### src/hdl/gsd_pkg.sv
package gsd_pkg;

   localparam int CSR_INDEX_W = 3;
   localparam int CSR_DATA_W  = 16;

   localparam logic [CSR_INDEX_W-1:0] CSR_OPEN_TARGET   = 3'd0;
   localparam logic [CSR_INDEX_W-1:0] CSR_CLOSED_TARGET = 3'd1;
   localparam logic [CSR_INDEX_W-1:0] CSR_TOLERANCE     = 3'd2;
   localparam logic [CSR_INDEX_W-1:0] CSR_ACCEL_DELAY   = 3'd3;
   localparam logic [CSR_INDEX_W-1:0] CSR_CHECK_WINDOW  = 3'd4;
   localparam logic [CSR_INDEX_W-1:0] CSR_MIN_PROGRESS  = 3'd5;
   localparam logic [CSR_INDEX_W-1:0] CSR_MAX_FAILURES  = 3'd6;

   typedef enum logic [1:0] {
      OP_TICK  = 2'd0,
      OP_OPEN  = 2'd1,
      OP_CLOSE = 2'd2,
      OP_RESET = 2'd3
   } op_type;

   typedef enum logic [1:0] {
      MODE_CLOSED  = 2'd0,
      MODE_OPEN    = 2'd1,
      MODE_OPENING = 2'd2,
      MODE_CLOSING = 2'd3
   } mode_type;

   typedef enum logic [1:0] {
      DRV_NONE  = 2'd0,
      DRV_STOP  = 2'd1,
      DRV_OPEN  = 2'd2,
      DRV_CLOSE = 2'd3
   } drive_type;

   typedef struct packed {
      logic [9:0]  open_target;
      logic [9:0]  closed_target;
      logic [9:0]  position_tolerance;
      logic [15:0] accel_delay_ms;
      logic [15:0] check_window_ms;
      logic [9:0]  min_progress;
      logic [7:0]  max_failures;
   } cfg_type;

   localparam cfg_type CFG_RESET = '{
      open_target:        10'd1023,
      closed_target:      10'd0,
      position_tolerance: 10'd10,
      accel_delay_ms:     16'd200,
      check_window_ms:    16'd500,
      min_progress:       10'd5,
      max_failures:       8'd3
   };

   typedef struct packed {
      mode_type    mode;
      logic [31:0] ref_time;
      logic [9:0]  ref_position;
      logic [7:0]  fail_count;
   } state_type;

   localparam state_type STATE_RESET = '{
      mode:         MODE_CLOSED,
      ref_time:     32'd0,
      ref_position: 10'd0,
      fail_count:   8'd0
   };

   typedef struct packed {
      op_type      op;
      logic [31:0] now_ms;
      logic [9:0]  position;
   } item_type;

endpackage

### src/hdl/gsd_req_if.sv
interface gsd_req_if;
   logic        valid;
   logic        ready;
   logic [1:0]  op;
   logic [31:0] now_ms;
   logic [9:0]  position;

   modport source (output valid, output op, output now_ms, output position, input ready);
   modport sink   (input valid, input op, input now_ms, input position, output ready);
endinterface

### src/hdl/gsd_rsp_if.sv
interface gsd_rsp_if;
   logic       valid;
   logic       ready;
   logic [1:0] drive;
   logic [1:0] gripper_state;

   modport source (output valid, output drive, output gripper_state, input ready);
   modport sink   (input valid, input drive, input gripper_state, output ready);
endinterface

### src/hdl/gripper_stall_detect_fsm.sv
// channel  dir  payload                              transaction
// req_ch   in   op[1:0] now_ms[31:0] position[9:0]   valid & ready
// rsp_ch   out  drive[1:0] gripper_state[1:0]        valid & ready
// csr_*    in   csr_index[2:0] csr_wdata[15:0]       csr_we
//
// One transaction per cycle sustained while the response side is ready; a request
// travels through an input register, then the step logic into the response
// register. The mode/reference state loop updates in the same cycle the
// step fires, so back-to-back ticks see each other's result.
// Synchronous reset restores the register defaults and the closed mode.
// A stalled response holds the pipe; one request still lands in the input register.
module gripper_stall_detect_fsm
   import gsd_pkg::*;
(
   input  logic                   clock,
   input  logic                   reset,
   gsd_req_if.sink                req_ch,
   gsd_rsp_if.source              rsp_ch,
   input  logic                   csr_we,
   input  logic [CSR_INDEX_W-1:0] csr_index,
   input  logic [CSR_DATA_W-1:0]  csr_wdata
);

   cfg_type   cfg;
   state_type state_ff;
   state_type state_in;
   drive_type drive_in;

   logic      in_valid_ff;
   item_type  in_item_ff;
   logic      out_valid_ff;
   drive_type out_drive_ff;
   mode_type  out_mode_ff;
   logic      advance;

   gsd_csr u_csr (
      .clock     (clock),
      .reset     (reset),
      .csr_we    (csr_we),
      .csr_index (csr_index),
      .csr_wdata (csr_wdata),
      .cfg       (cfg)
   );

   gsd_step u_step (
      .cfg   (cfg),
      .cur   (state_ff),
      .item  (in_item_ff),
      .nxt   (state_in),
      .drive (drive_in)
   );

   assign advance      = in_valid_ff && (!out_valid_ff || rsp_ch.ready);
   assign req_ch.ready = !in_valid_ff || advance;

   always_ff @(posedge clock) begin
      if (reset) begin
         in_valid_ff  <= 1'b0;
         out_valid_ff <= 1'b0;
         state_ff     <= STATE_RESET;
      end else begin
         if (req_ch.ready) begin
            in_valid_ff <= req_ch.valid;
         end
         if (advance) begin
            out_valid_ff <= 1'b1;
            state_ff     <= state_in;
         end else if (rsp_ch.ready) begin
            out_valid_ff <= 1'b0;
         end
      end
   end

   always_ff @(posedge clock) begin
      if (req_ch.ready && req_ch.valid) begin
         in_item_ff.op       <= op_type'(req_ch.op);
         in_item_ff.now_ms   <= req_ch.now_ms;
         in_item_ff.position <= req_ch.position;
      end
      if (advance) begin
         out_drive_ff <= drive_in;
         out_mode_ff  <= state_in.mode;
      end
   end

   assign rsp_ch.valid         = out_valid_ff;
   assign rsp_ch.drive         = out_drive_ff;
   assign rsp_ch.gripper_state = out_mode_ff;

endmodule

### src/hdl/gsd_csr.sv
module gsd_csr
   import gsd_pkg::*;
(
   input  logic                   clock,
   input  logic                   reset,
   input  logic                   csr_we,
   input  logic [CSR_INDEX_W-1:0] csr_index,
   input  logic [CSR_DATA_W-1:0]  csr_wdata,
   output cfg_type                cfg
);

   cfg_type cfg_ff;
   cfg_type cfg_in;

   always_comb begin
      cfg_in = cfg_ff;
      if (csr_we) begin
         unique case (csr_index)
            CSR_OPEN_TARGET:   cfg_in.open_target        = csr_wdata[9:0];
            CSR_CLOSED_TARGET: cfg_in.closed_target      = csr_wdata[9:0];
            CSR_TOLERANCE:     cfg_in.position_tolerance = csr_wdata[9:0];
            CSR_ACCEL_DELAY:   cfg_in.accel_delay_ms     = csr_wdata;
            CSR_CHECK_WINDOW:  cfg_in.check_window_ms    = csr_wdata;
            CSR_MIN_PROGRESS:  cfg_in.min_progress       = csr_wdata[9:0];
            CSR_MAX_FAILURES:  cfg_in.max_failures       = csr_wdata[7:0];
            default:           cfg_in = cfg_ff;  // unmapped index
         endcase
      end
   end

   always_ff @(posedge clock) begin
      if (reset) begin
         cfg_ff <= CFG_RESET;
      end else begin
         cfg_ff <= cfg_in;
      end
   end

   assign cfg = cfg_ff;

endmodule

### src/hdl/gsd_step.sv
module gsd_step
   import gsd_pkg::*;
(
   input  cfg_type   cfg,
   input  state_type cur,
   input  item_type  item,
   output state_type nxt,
   output drive_type drive
);

   function automatic logic [9:0] abs_diff(input logic [9:0] a, input logic [9:0] b);
      return (a > b) ? (a - b) : (b - a);
   endfunction

   logic [31:0] elapsed;
   logic        window_over;
   logic [9:0]  moved;
   logic [7:0]  fail_inc;
   state_type   checked;
   logic        stall;
   logic        at_open;
   logic        at_closed;
   logic [31:0] start_time;

   // progress check shared by both moving modes
   always_comb begin
      elapsed     = item.now_ms - cur.ref_time;
      // a reference still in the future reads as negative
      window_over = !elapsed[31] && (elapsed[30:0] > {15'd0, cfg.check_window_ms});
      moved       = abs_diff(item.position, cur.ref_position);
      fail_inc    = (cur.fail_count == 8'hFF) ? cur.fail_count : cur.fail_count + 8'd1;
      checked     = cur;
      if (window_over) begin
         if (moved < cfg.min_progress) begin
            checked.fail_count = fail_inc;
         end else begin
            checked.ref_time     = item.now_ms;
            checked.ref_position = item.position;
            checked.fail_count   = 8'd0;
         end
      end
      stall      = checked.fail_count > cfg.max_failures;
      at_open    = abs_diff(cfg.open_target, item.position) <= cfg.position_tolerance;
      at_closed  = abs_diff(cfg.closed_target, item.position) <= cfg.position_tolerance;
      start_time = item.now_ms + {16'd0, cfg.accel_delay_ms};
   end

   always_comb begin
      nxt   = cur;
      drive = DRV_NONE;
      unique case (item.op)
         OP_TICK: begin
            unique case (cur.mode)
               MODE_OPENING: begin
                  if (at_open) begin
                     nxt.mode = MODE_OPEN;
                  end else if (stall) begin
                     nxt.mode         = MODE_CLOSING;
                     nxt.ref_time     = start_time;
                     nxt.ref_position = item.position;
                     nxt.fail_count   = 8'd0;
                  end else begin
                     nxt   = checked;
                     drive = DRV_OPEN;
                  end
               end
               MODE_CLOSING: begin
                  if (at_closed) begin
                     nxt.mode = MODE_CLOSED;
                  end else if (stall) begin
                     nxt.mode         = MODE_OPENING;
                     nxt.ref_time     = start_time;
                     nxt.ref_position = item.position;
                     nxt.fail_count   = 8'd0;
                  end else begin
                     nxt   = checked;
                     drive = DRV_CLOSE;
                  end
               end
               default: drive = DRV_STOP;  // resting
            endcase
         end
         OP_OPEN: begin
            if (cur.mode != MODE_OPEN) begin
               nxt.mode         = MODE_OPENING;
               nxt.ref_time     = start_time;
               nxt.ref_position = item.position;
               nxt.fail_count   = 8'd0;
            end
         end
         OP_CLOSE: begin
            if (cur.mode != MODE_CLOSED) begin
               nxt.mode         = MODE_CLOSING;
               nxt.ref_time     = start_time;
               nxt.ref_position = item.position;
               nxt.fail_count   = 8'd0;
            end
         end
         default: begin
            nxt.mode         = MODE_CLOSED;
            nxt.ref_time     = item.now_ms;
            nxt.ref_position = item.position;
            nxt.fail_count   = 8'd0;
         end
      endcase
   end

endmodule

### src/flat_wrapper.sv
// flat-port wrapper written by rule: the top's interface ports become plain ports
module gripper_stall_detect_fsm_flat import gsd_pkg::*;
  (clock, reset, csr_we, csr_index, csr_wdata, req_ch_valid, req_ch_op, req_ch_now_ms, req_ch_position, req_ch_ready, rsp_ch_valid, rsp_ch_drive, rsp_ch_gripper_state, rsp_ch_ready);
  gsd_req_if req_ch_i ();
  gsd_rsp_if rsp_ch_i ();
  input  logic clock;
  input  logic reset;
  input  logic csr_we;
  input  logic [CSR_INDEX_W-1:0] csr_index;
  input  logic [CSR_DATA_W-1:0] csr_wdata;
  input wire logic [$bits(req_ch_i.valid)-1:0] req_ch_valid;
  input wire logic [$bits(req_ch_i.op)-1:0] req_ch_op;
  input wire logic [$bits(req_ch_i.now_ms)-1:0] req_ch_now_ms;
  input wire logic [$bits(req_ch_i.position)-1:0] req_ch_position;
  output wire logic [$bits(req_ch_i.ready)-1:0] req_ch_ready;
  output wire logic [$bits(rsp_ch_i.valid)-1:0] rsp_ch_valid;
  output wire logic [$bits(rsp_ch_i.drive)-1:0] rsp_ch_drive;
  output wire logic [$bits(rsp_ch_i.gripper_state)-1:0] rsp_ch_gripper_state;
  input wire logic [$bits(rsp_ch_i.ready)-1:0] rsp_ch_ready;
  assign req_ch_i.valid = req_ch_valid;
  assign req_ch_i.op = req_ch_op;
  assign req_ch_i.now_ms = req_ch_now_ms;
  assign req_ch_i.position = req_ch_position;
  assign req_ch_ready = req_ch_i.ready;
  assign rsp_ch_valid = rsp_ch_i.valid;
  assign rsp_ch_drive = rsp_ch_i.drive;
  assign rsp_ch_gripper_state = rsp_ch_i.gripper_state;
  assign rsp_ch_i.ready = rsp_ch_ready;
  gripper_stall_detect_fsm u_core (.clock(clock), .reset(reset), .req_ch(req_ch_i), .rsp_ch(rsp_ch_i), .csr_we(csr_we), .csr_index(csr_index), .csr_wdata(csr_wdata));
endmodule
### config.mk
export PLATFORM = sky130hd
export DESIGN_NAME = gripper_stall_detect_fsm_flat
export DESIGN_NICKNAME = d
export VERILOG_FILES = /design/src/hdl/gsd_pkg.sv /design/src/hdl/gsd_req_if.sv /design/src/hdl/gsd_rsp_if.sv /design/src/hdl/gripper_stall_detect_fsm.sv /design/src/hdl/gsd_csr.sv /design/src/hdl/gsd_step.sv /design/src/flat_wrapper.sv
export SDC_FILE = /design/constraint.sdc
export NUM_CORES = 1
export LEC_CHECK = 0
export ABC_AREA = 1
export BUFFER_PORTS_ARGS = -buffer_cell sky130_fd_sc_hd__buf_2
export CAP_MARGIN = 20
export CORE_UTILIZATION = 40
export DETAILED_ROUTE_END_ITERATION = 7
export SYNTH_ARGS = -nofsm -noshare
export SYNTH_HDL_FRONTEND = slang
export SYNTH_SLANG_ARGS = --single-unit
### constraint.sdc
create_clock -name clock -period 9.29 [get_ports clock]
set_clock_uncertainty 0.2 [all_clocks]
set_input_delay 0.929 -clock clock [delete_from_list [all_inputs] [get_ports clock]]
set_output_delay 0.929 -clock clock [all_outputs]
set_load 0.01 [all_outputs]
[Yosys cells after proc, flatten, opt, wreduce, memory -nomap -nowiden]
Index checks and enable logic that the tools add are counted.
Widths: inputs -> output; s select.
Word-level totals
  bits in registers: 182
  input port bits: 68
  output and inout port bits: 6
  logic and storage cells: 96
Cells by class
  $add $sub $neg: 9
  magnitude comparators: 8
  equality and inequality tests: 17
  muxes and demuxes: 24
  reduce and logical (&&, ||, !) cells: 20
Operators by type and width (number)
  $mux 52: 4
  $pmux 52 s3: 1
  $mux 50: 3
  $pmux 52 s2: 1
  $sub 10x10->10: 6
  $mux 42: 1
  $add 32x16->32: 1
  $sub 32x32->32: 1
  $gt 31x16->1: 1
  $gt 10x10->1: 3
  $mux 10: 3
  $le 10x10->1: 2
  $mux 8: 2
  $reduce_and 2->1: 7
  $mux 2: 6
  $lt 10x10->1: 1
  $eq 3x3->1 const B: 3
  $add 8x1->8 const B: 1
  $eq 8x8->1 const B: 1
  $gt 8x8->1: 1
  $eq 2x2->1 const B: 3
  $eq 3x2->1 const B: 2
  $ne 3x3->1 const B: 2
  $reduce_and 6->1: 1
  13 further kinds: 21

[Depth between registers and ports, before layout]
  depth in word-level cells: 10
  gate-level depth with buffers: 43
  mapped depth without buffers: 42

[By module]
A second synthesis with hierarchy kept.
Unflattened totals
  cell total of the unflattened synthesis: 3032
  area, all modules: 18496.5 um2
Modules (own cells, without submodules)
  gsd_step: times used 1, cells an instance 2191, area each 11358.4 um2, sequential area each 0.0 um2
  gripper_stall_detect_fsm: times used 1, cells an instance 401, area each 3980.1 um2, sequential area each 2522.4 um2
  gsd_csr: times used 1, cells an instance 440, area each 3158.0 um2, sequential area each 1601.5 um2

[Worst setup path after synthesis]
Ideal clock, no wire load.
  path type: register to register
  from: register u_core.in_item_ff[0] (netlist name)
  to: register u_core.state_ff[0] (netlist name)
  library setup time: 72 ps
  arrival: 6046 ps
  data required time: 9018 ps
  path slack: 2972 ps
  cell stages (with the launch flop): 35
  buffers on the path: 1
  clock period less this slack: 6318 ps
  path through: edfxtp_1 -> inv_1 -> ha_1 -> inv_1 -> fa_1 -> a221oi_1 -> nor2_1 -> nor3_1 -> o21ai_0 -> nand2_1 -> inv_1 -> o21ai_0 -> o221ai_1 -> xor2_1 -> ha_1 -> a21oi_1 -> nor2_1 -> a211oi_1 -> nand3_1 -> clkbuf_1 -> a21oi_1 -> o21ai_0 -> o21ai_1 -> ha_1 -> a21oi_1 -> o21ai_0 -> nand2_1 -> o211ai_1 -> nand2_1 -> clkinv_1 -> nor2_1 -> inv_1 -> nor2_1 -> nand4_1 -> a21oi_1
On the way
  cells in the longest elaborated chain, start to end: 10
  elaborated cells on any way between the ends: 27
  those cells by class: add/sub: 6; order compare: 7; eq/ne: 2; mux: 11; reduce/logical: 1
Ends and longest elaborated chain
  start, declared: RTL line gripper_stall_detect_fsm.sv:30  | item_type in_item_ff;
  $sub 10x10->10 or $gt 10x10->1 (tied branches): RTL line gsd_step.sv:12  | return (a > b) ? (a - b) : (b - a);
  $mux 10: RTL line gsd_step.sv:12
  $lt 10x10->1: RTL line gsd_step.sv:34  | if (moved < cfg.min_progress) begin
  $mux 8: RTL line gsd_step.sv:34
  $mux 50: RTL line gsd_step.sv:33  | if (window_over) begin
  $gt 8x8->1: RTL line gsd_step.sv:42  | stall = checked.fail_count > cfg.max_failures;
  $mux 52, on equally long branches: RTL line gsd_step.sv:70, gsd_step.sv:57
  $mux 50, on equally long branches: RTL line gsd_step.sv:68, gsd_step.sv:55
  $pmux 52 s2: RTL line gsd_step.sv:53  | unique case (cur.mode)
  $pmux 52 s3: RTL line gsd_step.sv:51  | unique case (item.op)
  end signal, assigned: RTL line gripper_stall_detect_fsm.sv:67  | state_ff <= state_in;
  end, declared: RTL line gripper_stall_detect_fsm.sv:25  | state_type state_ff;
Parallel ways exist; a longest one is shown, timed or not. The select of a mux whose other input is x is not followed.
A chain may end at the register's enable or synchronous reset.

[Worst setup path in the final report]
Ends and elaborated chain as after synthesis.

==> flow_summary.ini <==
[clocking]
cts_tree = done
cts-resized-gates = 0
clockBufferDepth = 2
cts_setup_buffers = 0
ctsRootBufferMaster = clkbuf_16
clk-insertion-delay-late_ns = 0.47
cts_made_buffers = 17
cts_sinks = 182
cts.clk_slew.worst_paths_ns = 0.07
htree_levels = 4
ctsHoldBuffers = 0

[route]
drt-total-wl_mm = 49.98
drt_pre_antenna_iters = 8
wl_per_cell_microns = 17.17
drtAntennaViolNets = 0
viasPerCell = 5.133
drc = 0
dr_total_vias = 14940
first_iter_violations = 1239

[power_and_ir_drop]
pwr-share-clk_pct = 29.0
seqPwrFrac_pct = 36.4
leakage_nw = 8.150
p_total_mw = 2.432
p_sw_mw = 0.9519
combinationalPowerShare_pct = 34.6
cellPowerDensity_nw_per_um2 = 145.0
intPower_mw = 1.480
swShare_pct = 39.14
max-vdd-ir-drop_mv = 0.1194

[final_layout]
final_cell_mix = 633 x nand2_1, 369 x inv_1, 228 x a21oi_1
syn_to_final_growth_pct = 9.087
fin_nets = 2621
antenna_cells = 0
drive_gt1_share_pct = 7.917
mostFrequentLayoutCell = nand2_1
fin_util_pct = 44.44

[global_route]
grt_usage_pct = 26.23
grt_max_degree = 82
antenna_found_initial = 1
grt_overflow_total = 0
grt_first_pass_wirelength_mm = 78.12
grt_pass1_vias = 13860

[setup_path]
rr_startpoint = u_core.in_item_ff[0]
slowest_delay_ns = 0.51
worst_setup_path_start_kind = flop
crit_arrival_ns = 7.91
cpMostUsedCell = inv_1
crit_slowest_cell = nor2_1
crit_path_end_kind = flop
worst-setup-path-type = reg2reg
critPathLaunch = u_core.in_item_ff[0]
cp.required_ns = 9.48
cp_max_fo = 42

[floorplan]
die-area_sq_um = 39240
core_area_sq_um = 37760
ios = 74
fp.dieW_microns = 198.1
die_y_microns = 198.1
rows = 71
initial_core_util_pct = 40.74

[synth]
synthTopCellsByArea = dfxtp_1 17%, nand2_1 15%, ha_1 13%
syn_area_per_cell_sq_um = 6.573
yosys_warnings = 0
ys_ff_latch = 182
syn-num-nets = 2574
async_flop_share_pct = 0
synth-main-ff-cell = dfxtp_1
ys_types = 57
synthesis.area_sq_um = 15380
yosysTopAreaCellShare_pct = 17.44
synthCells = 2340
synth_edf_count = 48
seq_area_frac_synth_pct = 26.81
synth_top_area_cell = dfxtp_1

[hold_path]
hp-class = reg2reg
hold_start = u_core.u_csr.cfg[32]

[run]
drv_cap = 0

[placed_design]
place_congestion = 0.9648
dpl.hpwl_mm = 38.90
io_buffers = 73

[timing]
rsz0062_at_grt = no
period_needed_ns = 7.712
slew_headroom_pct = 33.44
tns_ns = 0
tightest_slew_ns = 0.9947
clock.fmax_mhz = 129.7
slew_violations = 0
period_share_pct = 83.02
setup_viol = 0
hold_viol_final = 0

[run_status]
status = completed
==> flip-flops by register name, summed over array words and instances, names as in the netlist <==
signal / count
u_core.u_csr.cfg: 80
u_core.rsp_ch.gripper_state: 2
u_core.in_valid_ff: 1
u_core.in_item_ff: 44
u_core.rsp_ch.valid: 1
u_core.rsp_ch.drive: 2
u_core.state_ff: 52
==> worst paths after layout <==
kind | cells past startpoint | slack (ns) | end
worst max-delay path | 38 | 1.58 | u_core.state_ff[0]
worst min-delay path | 2 | 0.26 | u_core.u_csr.cfg[32]
worst max register to register | 38 | 1.58 | u_core.state_ff[0]
worst min register to register | 2 | 0.26 | u_core.u_csr.cfg[32]
==> power groups by stage <==
stage / combinational, mW / sequential, mW / clock (mW)
2_1_floorplan: 0.611 / 0.886 / 0
3_3_place_gp: 0.820 / 0.901 / 0
3_5_place_dp: 0.829 / 0.901 / 0
4_1_cts: 0.834 / 0.883 / 0.722
5_1_grt: 0.959 / 0.887 / 0.749
6_report: 0.842 / 0.884 / 0.705
==> cell usage after synthesis, drive strengths merged (6+ instances only) <==
library cell / instances
mux2i: 6
nor2: 175
o211ai: 24
nand4: 15
nand2: 652
xor2: 51
ha: 158
o21bai: 7
clkbuf: 45
nand3b: 7
nor3: 25
a21oi: 242
fa: 8
inv: 389
o21ai: 157
nand3: 111
a221oi: 6
xnor2: 14
o31ai: 7
edfxtp: 48
dfxtp: 134
buf: 11
==> critical path: cells and delay by family, from the launching register on <==
kind	cells	cell delay [ns]
adder cells (fa/ha/maj)	4	1.11
AO/OA/AOI/OAI	6	1.17
buffers and inverters	11	2.06
XOR/XNOR	1	0.17
flip-flops	1	0.46
AND/OR/NAND/NOR	16	2.41
==> per-stage QoR <==
| step | worst slack [ns] | std cells | hold WS, ns | cell area (sq um) |
|---|---|---|---|---|
| floorplan | 2.972 | 2340 | 0.2287 | 15380 |
| global placement | 1.828 | 2878 | 0.2420 | 16230 |
| detailed placement | 1.645 | 2879 | 0.2539 | 16250 |
| CTS | 1.595 | 2911 | 0.2665 | 16780 |
| global route | 0.7451 | 2911 | 0.2823 | 16780 |
| finish | 1.578 | 2911 | 0.2641 | 16780 |
==> area by class of cell <==
class	instances	area, sq um
repair buffers	84	460.4
clock buffers	20	437.9
fillers	3990	20980
multi-input cells	1710	9550
inverters	392	1474
well taps	511	639.4
flip-flops and latches	182	4124
clock inverters	12	91.34
==> per-layer routing <==
metal  up-vias  wire length [microns]  global-route usage (%)
met5         -                      0                       0
met4         0                    789                   7.005
met3        38                   3363                   3.986
met2       464                  20480                   38.33
met1      6793                  25340                   39.46
li1       7648                      -                       -
==> cell families (layout without fill, tap and decap cells) <==
| group | count (synthesis) | count (layout) | synth area share (%) |
|---|---|---|---|
| and+or+nand+nor | 1001 | 1001 | 26.94 |
| AOI/OAI and AO/OA | 472 | 472 | 17.12 |
| buffers and inverters | 448 | 508 | 11.14 |
| DFF | 182 | 182 | 26.81 |
| adders and majority gates | 166 | 166 | 13.90 |
| xor gates and xnor gates | 65 | 65 | 3.702 |
| muxes | 6 | 6 | 0.3905 |
(Power assumes the default switching activity.)
